<file path="src/sv/kfd_pkg.sv">
`default_nettype none
// ----------------------------------------------------------------------------
// kfd_pkg
// Shared constants for the KISS frame decoder: framing codes, command
// nibbles, result kinds and the default frame length limit.
// ----------------------------------------------------------------------------
package kfd_pkg;

	// framing codes of the KISS stream
	localparam logic [7:0] FEND  = 8'hC0;
	localparam logic [7:0] FESC  = 8'hDB;
	localparam logic [7:0] TFEND = 8'hDC;
	localparam logic [7:0] TFESC = 8'hDD;

	// command nibble of the type byte
	localparam logic [3:0] CMD_FRAME_DATA  = 4'd0;
	localparam logic [3:0] CMD_TX_DELAY    = 4'd1;
	localparam logic [3:0] CMD_PERSISTENCE = 4'd2;
	localparam logic [3:0] CMD_SLOT_TIME   = 4'd3;
	localparam logic [3:0] CMD_TX_TAIL     = 4'd4;
	localparam logic [3:0] CMD_FULL_DUPLEX = 4'd5;
	localparam logic [3:0] CMD_HARDWARE    = 4'd6;
	localparam logic [3:0] CMD_RETURN      = 4'd15;

	// result kinds
	localparam logic KIND_PAYLOAD = 1'b0;
	localparam logic KIND_EOF     = 1'b1;

	// default limit on decoded bytes kept per frame
	localparam int FRAME_BYTES_DEF = 1024;

endpackage : kfd_pkg
`default_nettype wire

</file>
<file path="src/sv/kiss_frame_decoder.sv">
// An accepted byte is held in the input register, decoded, and its result registered in the result register.
// Throughput: one byte per cycle; the input register and the result register each
// take a new request whenever the result register is empty or being drained.
// A byte that gives no result still takes its slot in the single decode stage.
// Reset (arst_n low, asynchronous): idle outside a frame, settings zero, KISS mode on.
`default_nettype none
// ----------------------------------------------------------------------------
// kiss_frame_decoder
// KISS deframer: undoes FEND/FESC escaping, splits the type byte into port
// and command, emits data-frame payload bytes and an end-of-frame report,
// and applies setting and return commands when a frame closes.
// ----------------------------------------------------------------------------
module kiss_frame_decoder
	import kfd_pkg::*;
#(
	parameter int FRAME_BYTES = FRAME_BYTES_DEF
) (
	input  wire logic       clk,
	input  wire logic       arst_n,
	// input channel
	input  wire logic       in_valid,
	output logic            in_stall,
	input  wire logic [7:0] rx_byte,
	// result channel
	output logic            out_valid,
	input  wire logic       out_stall,
	output logic            kind,
	output logic [7:0]      data_byte,
	output logic [3:0]      port,
	output logic [3:0]      command,
	output logic [7:0]      tx_delay_now,
	output logic [7:0]      persistence_now,
	output logic [7:0]      slot_time_now,
	output logic [7:0]      tx_tail_now,
	output logic            duplex_now,
	output logic [7:0]      hardware_now,
	output logic            mode_now
);

	localparam int CNT_W = $clog2(FRAME_BYTES + 1);
	localparam logic [CNT_W-1:0] CNT_MAX = CNT_W'(FRAME_BYTES);
	localparam logic [CNT_W-1:0] CNT_ONE = CNT_W'(1);
	localparam logic [CNT_W-1:0] CNT_TWO = CNT_W'(2);

	// input stage
	logic       valid_s1;
	logic [7:0] byte_s1;

	// decoder state
	logic             frame_q, esc_q, mode_q, duplex_q;
	logic [CNT_W-1:0] cnt_q;
	logic [7:0]       type_q, arg_q;
	logic [7:0]       txd_q, pers_q, slot_q, tail_q, hw_q;

	// next state
	logic             frame_n, esc_n, mode_n, duplex_n;
	logic [CNT_W-1:0] cnt_n;
	logic [7:0]       type_n, arg_n;
	logic [7:0]       txd_n, pers_n, slot_n, tail_n, hw_n;
	logic             res_v, res_kind;
	logic [7:0]       res_data, dec;
	logic             adv, step;

	// result register
	logic       out_valid_q;
	logic       kind_q, duplex_out_q, mode_out_q;
	logic [7:0] data_q, type_out_q, txd_out_q, pers_out_q, slot_out_q, tail_out_q, hw_out_q;

	// stage advances whenever the result register is free or being taken
	assign adv      = !out_valid_q || !out_stall;
	assign step     = valid_s1 && adv;
	assign in_stall = valid_s1 && !adv;

	// input register
	always_ff @(posedge clk or negedge arst_n) begin
		if (!arst_n) begin
			valid_s1 <= 1'b0;
		end else if (!in_stall) begin
			valid_s1 <= in_valid;
		end
	end

	always_ff @(posedge clk) begin
		if (in_valid && !in_stall) begin
			byte_s1 <= rx_byte;
		end
	end

	// decode one byte against the frame state
	always_comb begin
		frame_n  = frame_q;
		esc_n    = esc_q;
		cnt_n    = cnt_q;
		type_n   = type_q;
		arg_n    = arg_q;
		txd_n    = txd_q;
		pers_n   = pers_q;
		slot_n   = slot_q;
		tail_n   = tail_q;
		duplex_n = duplex_q;
		hw_n     = hw_q;
		mode_n   = mode_q;
		res_v    = 1'b0;
		res_kind = KIND_PAYLOAD;
		res_data = 8'd0;
		dec      = byte_s1;
		if (esc_q) begin
			if (byte_s1 == TFESC) begin
				dec = FESC;
			end else if (byte_s1 == TFEND) begin
				dec = FEND;
			end
		end
		if (step) begin
			if (!frame_q) begin
				// hunting for an opening frame end
				if (byte_s1 == FEND) begin
					frame_n = 1'b1;
					esc_n   = 1'b0;
					cnt_n   = '0;
				end
			end else if (byte_s1 == FEND) begin
				// closing frame end: apply command, report non-empty frames
				frame_n = 1'b0;
				esc_n   = 1'b0;
				if (cnt_q != '0) begin
					res_v    = 1'b1;
					res_kind = KIND_EOF;
					case (type_q[3:0])
						CMD_TX_DELAY:    if (cnt_q >= CNT_TWO) txd_n = arg_q;
						CMD_PERSISTENCE: if (cnt_q >= CNT_TWO) pers_n = arg_q;
						CMD_SLOT_TIME:   if (cnt_q >= CNT_TWO) slot_n = arg_q;
						CMD_TX_TAIL:     if (cnt_q >= CNT_TWO) tail_n = arg_q;
						CMD_FULL_DUPLEX: if (cnt_q >= CNT_TWO) duplex_n = (arg_q != 8'd0);
						CMD_HARDWARE:    if (cnt_q >= CNT_TWO) hw_n = arg_q;
						CMD_RETURN:      mode_n = 1'b0;
						default:         ;
					endcase
				end
			end else if (byte_s1 == FESC) begin
				esc_n = 1'b1;
			end else begin
				// decoded byte, dropped once the frame is full
				esc_n = 1'b0;
				if (cnt_q != CNT_MAX) begin
					if (cnt_q == '0) begin
						type_n = dec;
						cnt_n  = CNT_ONE;
					end else begin
						if (cnt_q == CNT_ONE) begin
							arg_n = dec;
						end
						cnt_n = cnt_q + CNT_ONE;
						if (type_q[3:0] == CMD_FRAME_DATA) begin
							res_v    = 1'b1;
							res_kind = KIND_PAYLOAD;
							res_data = dec;
						end
					end
				end
			end
		end
	end

	// frame state and settings
	always_ff @(posedge clk or negedge arst_n) begin
		if (!arst_n) begin
			frame_q  <= 1'b0;
			esc_q    <= 1'b0;
			cnt_q    <= '0;
			type_q   <= 8'd0;
			arg_q    <= 8'd0;
			txd_q    <= 8'd0;
			pers_q   <= 8'd0;
			slot_q   <= 8'd0;
			tail_q   <= 8'd0;
			duplex_q <= 1'b0;
			hw_q     <= 8'd0;
			mode_q   <= 1'b1;
		end else begin
			frame_q  <= frame_n;
			esc_q    <= esc_n;
			cnt_q    <= cnt_n;
			type_q   <= type_n;
			arg_q    <= arg_n;
			txd_q    <= txd_n;
			pers_q   <= pers_n;
			slot_q   <= slot_n;
			tail_q   <= tail_n;
			duplex_q <= duplex_n;
			hw_q     <= hw_n;
			mode_q   <= mode_n;
		end
	end

	// result register
	always_ff @(posedge clk or negedge arst_n) begin
		if (!arst_n) begin
			out_valid_q <= 1'b0;
		end else if (adv) begin
			out_valid_q <= res_v;
		end
	end

	always_ff @(posedge clk) begin
		if (adv && res_v) begin
			kind_q       <= res_kind;
			data_q       <= res_data;
			type_out_q   <= type_n;
			txd_out_q    <= txd_n;
			pers_out_q   <= pers_n;
			slot_out_q   <= slot_n;
			tail_out_q   <= tail_n;
			duplex_out_q <= duplex_n;
			hw_out_q     <= hw_n;
			mode_out_q   <= mode_n;
		end
	end

	assign out_valid       = out_valid_q;
	assign kind            = kind_q;
	assign data_byte       = data_q;
	assign port            = type_out_q[7:4];
	assign command         = type_out_q[3:0];
	assign tx_delay_now    = txd_out_q;
	assign persistence_now = pers_out_q;
	assign slot_time_now   = slot_out_q;
	assign tx_tail_now     = tail_out_q;
	assign duplex_now      = duplex_out_q;
	assign hardware_now    = hw_out_q;
	assign mode_now        = mode_out_q;

	// checks
	a_mode_sticky: assert property (@(posedge clk) disable iff (!arst_n)
		!mode_q |=> !mode_q)
		else $error("mode flag set again after return command");

	a_cnt_bound: assert property (@(posedge clk) disable iff (!arst_n)
		cnt_q <= CNT_MAX)
		else $error("byte count beyond frame limit");

	a_esc_in_frame: assert property (@(posedge clk) disable iff (!arst_n)
		esc_q |-> frame_q)
		else $error("escape pending outside a frame");

	a_payload_data_cmd: assert property (@(posedge clk) disable iff (!arst_n)
		out_valid_q && (kind_q == KIND_PAYLOAD) |-> (type_out_q[3:0] == CMD_FRAME_DATA))
		else $error("payload result from a non-data frame");

	a_request_taken: assert property (@(posedge clk) disable iff (!arst_n)
		in_valid && !in_stall |=> valid_s1)
		else $error("accepted request lost in input stage");

endmodule : kiss_frame_decoder
`default_nettype wire

</file>
<file path="config.mk">
export PLATFORM = sky130hd
export DESIGN_NAME = kiss_frame_decoder
export DESIGN_NICKNAME = d
export VERILOG_FILES = /design/src/sv/kfd_pkg.sv /design/src/sv/kiss_frame_decoder.sv
export SDC_FILE = /design/constraint.sdc
export NUM_CORES = 1
export LEC_CHECK = 0
export BUFFER_PORTS_ARGS = -buffer_cell sky130_fd_sc_hd__clkbuf_2
export CORE_MARGIN = 2
export CORE_UTILIZATION = 25
export CTS_CLUSTER_DIAMETER = 200
export DETAILED_ROUTE_END_ITERATION = 12
export GPL_TIMING_DRIVEN = 0
export PLACE_DENSITY = 0.39
export SLEW_MARGIN = 10
export SYNTH_ARGS = -nofsm -noshare
export SYNTH_HDL_FRONTEND = slang
export SYNTH_SLANG_ARGS = --single-unit
</file>
<file path="constraint.sdc">
create_clock -name clk -period 8.8 [get_ports clk]
set_input_delay 0.88 -clock clk [delete_from_list [all_inputs] [get_ports clk]]
set_output_delay 0.88 -clock clk [all_outputs]
set_load 0.1 [all_outputs]
</file>
# Word-level counts from Yosys, hierarchy flattened
# Cells that the tools add are included.
# totals
regBits	140
inputBits	12
output_inout_bits	61
elab_cells	140
# op_classes
n_lt_le_gt_ge	1
bitwise_logic	7
mux	71
add_sub_neg	1
n_reduce_logical	20
eq_ne	15
# ops
op	n
$mux 8	39
$mux 11	6
$eq 8x8->1 const B	4
$mux 1	26
$eq 4x3->1 const B	3
$add 11x1->11 const B	1
$eq 11x1->1 const B	1
$ge 11x2->1 const B	1
$logic_not 11->1	1
$ne 11x11->1 const B	1
$reduce_bool 11->1	1
$eq 4x2->1 const B	2
$reduce_bool 8->1	1
$not 1->1	7
$reduce_and 7->1	1
$reduce_or 7->1	1
$reduce_and 5->1	1
$eq 4x1->1 const B	1
$eq 4x4->1 const B	1
$logic_and 1x1->1	4
$logic_not 1->1	4
$logic_not 4->1	1
$ne 2x2->1 const B	2
$reduce_bool 2->1	2
3 further kinds	3

# Longest topological paths before layout
# logic_depth
ltp_word	10
depth_mapped	7
depth_no_buf	6

# Worst setup path before layout
# Ideal clock, no wire load.
# synth_timing
kind	input to register
startpoint	input port out_stall
endpoint	register data_q[0], in the netlist data_byte[0] (enable)
arrival_ps	5762
setup_ps	557
n_path_buf	1
required_ps	8243
slack_ps	2480
cell_stages	5
cell_sequence	a21bo_2 -> clkbuf_1 -> nor3_1 -> nand2_1 -> o21ai_0
# synth_between
elab_chain_cells	5
# synth_lines
element	line	source
from (decl)	kiss_frame_decoder.sv:26	input wire logic out_stall,
$logic_not 1->1 (*)	kiss_frame_decoder.sv:70	assign adv = !out_valid_q || !out_stall;
$logic_or 1x1->1 (*)	kiss_frame_decoder.sv:70	
$logic_and 1x1->1	kiss_frame_decoder.sv:71	assign step = valid_s1 && adv;
$mux 1	kiss_frame_decoder.sv:114	if (step) begin
$logic_and 1x1->1 (*)	kiss_frame_decoder.sv:206	if (adv && res_v) begin
to (signal assigned)	kiss_frame_decoder.sv:208	data_q <= res_data;
to (decl)	kiss_frame_decoder.sv:67	logic [7:0] data_q, type_out_q, txd_out_q, pers_out_q, slot_out_q, tail_out_q, hw_out_q;
# Every way passes the cells marked *; elsewhere a longest branch is shown, timed or not.
# A chain may end at the register's enable or synchronous reset.

# Worst setup path after layout
# layout_timing
startpoint	register byte_s1[0]
endpoint	register tail_out_q[6], in the netlist tx_tail_now[6] (enable)
# layout_between
elab_chain_cells	6
word_cells_on_any_way	7
cone_classes	eq/ne (2); mux (4); reduce/logical (1)
# layout_lines
element	line	source
from (decl)	kiss_frame_decoder.sv:47	logic [7:0] byte_s1;
from (signal assigned)	kiss_frame_decoder.sv:85	byte_s1 <= rx_byte;
$eq 8x8->1	kiss_frame_decoder.sv:140	end else if (byte_s1 == FESC) begin
$mux 1	kiss_frame_decoder.sv:140	
$mux 1 (*)	kiss_frame_decoder.sv:122	end else if (byte_s1 == FEND) begin
$mux 1 (*)	kiss_frame_decoder.sv:115	if (!frame_q) begin
$mux 1 (*)	kiss_frame_decoder.sv:114	
$logic_and 1x1->1 (*)	kiss_frame_decoder.sv:206	
to (signal assigned)	kiss_frame_decoder.sv:213	tail_out_q <= tail_n;
to (decl)	kiss_frame_decoder.sv:67	
# Marks and branches as above.

==> flow_metrics.tcl <==
set metrics [dict create \
    rsz0062_at_grt "false" \
    yosys_warnings 0 \
    p_per_area_mw_per_mm2 270 \
    fillerInstances 2190 \
    start_util_pct 25.5 \
    cts_made_buffers 17 \
    yosysMostFrequentCell "dfrtp_1" \
    min_period_ns 3.31 \
    routed_wirelength_um 12400 \
    yosys.cell_types.count 43 \
    fin_crit_sh_pct 37.6 \
    drtPass1Iterations 4 \
    grt_util_met3_pct 3.35 \
    routedWlPerCell_um 16.7 \
    grt_max_degree 39 \
    swShare_pct 33.1 \
    async_reset_ff_share_pct 52.1 \
    post_cts_resized 0 \
    dieHeight_um 153 \
    met1_usage_pct 14.7 \
    die_x_um 153 \
    power_frac_seq_pct 42.0 \
    reg2reg_slack_ns 5.49 \
    syn-cell-area_mm2 0.00557 \
    placedCellCount 707 \
    via_per_inst 4.42 \
    clockPowerShare_pct 38.2 \
    critPathLaunch "byte_s1[0]" \
    criticalPathCategory "reg2reg" \
    gr-usage-all-layers_pct 11.2 \
    antenna_cells 0 \
    antenna_left 0 \
    drive_above_1_share_pct 36.2 \
    dr_total_vias 3264 \
    maxSlewHeadroom_pct 45.4 \
    synth_compound_area_share_pct 3.84 \
    grt_pass1_wl_um 20000 \
    cap_violations 0 \
    grt_overflow 0 \
    critPathMaxFanout 21 \
    pre_cts_ws_ns 5.11 \
    root_buffer "clkbuf_16" \
    io_buffers 72 \
    worstHoldPathType "in2async" \
    ys.flop_type "dfrtp_1" \
    dieArea_mm2 0.0235 \
    grt_use_met2_pct 18.0 \
    pin_count 73 \
    seq_area_mm2 0.00384 \
    syn_nets 370 \
    synth_adder_area_share_pct 1.57 \
    reg2reg_depth 7 \
    antenna_found_initial 0 \
    coreArea_mm2 0.0218 \
    max_slew.worst_pin.slew_ns 0.815 \
    top_usage_layer "met2" \
    cp-end-kind "flop" \
    yosysTopAreaCell "edfxtp_1" \
    path_clk_slew_ns 0.06 \
    vdd_drop_max_mv 0.102 \
    slew_violations 0 \
    nets 465 \
    cts_tree "yes" \
    status "complete, no violations" \
    synth_area_leaders "edfxtp_1 36%, dfrtp_1 32%, mux2_2 8.9%" \
    ys_ff_latch 140 \
    rows 54 \
    drc 0 \
    grt_pass1_vias 3507 \
    syn-mean-instance-area_um2 15.9 \
    hpwl_um 8570 \
    worstReg2RegEnd "tx_tail_now[6]" \
    crit_arrival_ns 3.43 \
    setup_slack_ns 5.49 \
    cts_sinks 140 \
    intPower_uw 1260 \
    drt_iter0_drc 183 \
    cp_data_required_time_ns 8.92 \
    instances_no_fill 739 \
    synth_edf_count 67 \
    reg2reg_from "byte_s1[0]" \
    combPwrFrac_pct 19.8 \
    cts_buffer_depth 2 \
    htreeDepth 4 \
    area_growth_pct 25.4 \
    post_cts_buffers 0 \
    p_switching_uw 625 \
    fmax_mhz 302 \
    insertion_delay_ns 0.42 \
    crit_end "tx_tail_now[6]" \
    multi_input_area_mm2 0.00165 \
    muxShareOfSynthArea_pct 12.5 \
    leakagePower_uw 0.00290 \
    synth_commonest_cells "72 x dfrtp_1, 67 x edfxtp_1, 44 x mux2_2, 19 x nand2_1, 17 x mux2_1" \
    synth-xor-area-share_pct 0 \
    synth_top_family_by_area "multiplexers" \
    finalHoldViolCount 0 \
    synth-simple-area-share_pct 11.5 \
    fin_skew_ns 0.0103 \
    seq_area_frac_synth_pct 69.0 \
    hold_buffers 0 \
    synth.top_cell.area_share_pct 36.1 \
    place_congestion 0.757 \
    finalSetupViolCount 0 \
    start_kind "flop" \
    syn_inst 351 \
]
state kept, by name (all words and copies together) (netlist names), 8 cells and up:
register	cells
data_byte	8
persistence_now	8
byte_s1	8
hardware_now	8
type_q	8
tail_q	8
txd_q	8
slot_q	8
hw_q	8
pers_q	8
tx_delay_now	8
tx_tail_now	8
cnt_q	11
arg_q	8
type_out_q	8
slot_time_now	8
layout by cell type, fill, tap and decap left out, drive strengths merged, types with 7 or more instances in the layout:
cell type / n
clkbuf: 96
dfrtp: 72
edfxtp: 67
mux2: 61
nand2: 19
inv: 19
nand3: 11
nor4: 11
nand4: 11
ha: 7
clkinv: 7
critical path, cell delays in order (launching register included):
cell and delay, ns:
edfxtp_1 0.52, or4_4 0.60, nor4_4 0.69, nand2_1 0.37, o21ai_4 0.23, buf_12 0.22
buf_16 0.18, buf_16 0.18
cells by family (layout without fill, tap and decap cells):
family | count (synthesis) | after routing
DFF | 140 | 140
and+or+nand+nor | 89 | 89
AOI/OAI and AO/OA | 30 | 30
muxes | 62 | 62
buffers and inverters | 23 | 131
adders and majority gates | 7 | 7
worst min-delay path by stage:
stage,endpoint,cells past startpoint,slack (ns)
floorplan,mode_q,1,0.44
global placement,pers_q[3],1,0.47
detailed placement,pers_q[7],1,0.48
CTS,tail_q[0],1,0.49
global route,mode_q,1,0.50
finish,tail_q[5],1,0.48
metal layers:
| metal | vias up | part of all wire, % |
|---|---|---|
| li1 | 1532 | - |
| met1 | 1644 | 47 |
| met2 | 77 | 48 |
| met3 | 11 | 4.2 |
| met4 | 0 | 1.2 |
| met5 | - | 0 |
area by class of cell:
type	count	area share, %
tap	280	5.02
inverter	16	0.860
sequential	140	55.0
multi-input combinational	188	23.7
timing repair buffer	76	6.56
clock inverter	15	2.42
buffer	7	0.376
clock buffer	17	6.09
stage by stage:
step           cell area [um^2]  setup TNS (ns)  util [%]  hold slack [ns]  total power (uW)
2_1_floorplan              5570               0         -            0.443              1100
3_3_place_gp               6280          -29.51      28.8            0.468              1180
3_5_place_dp               6390               0      29.3            0.478              1180
4_1_cts                    6980               0      32.0            0.488              1910
5_1_grt                    6980               0      32.0            0.498              1960
6_report                   6980               0      32.0            0.476              1890
power by group through the flow:
stage                     Sequential (uW)  Clock, uW  Combinational, uW
after floorplan                       994          0                102
after global placement                815          0                360
after detailed placement              805          0                377
after CTS                             793        741                378
after global routing                  802        762                397
final                                 793        721                373
No activity file was read; power rests on OpenSTA's default activity.
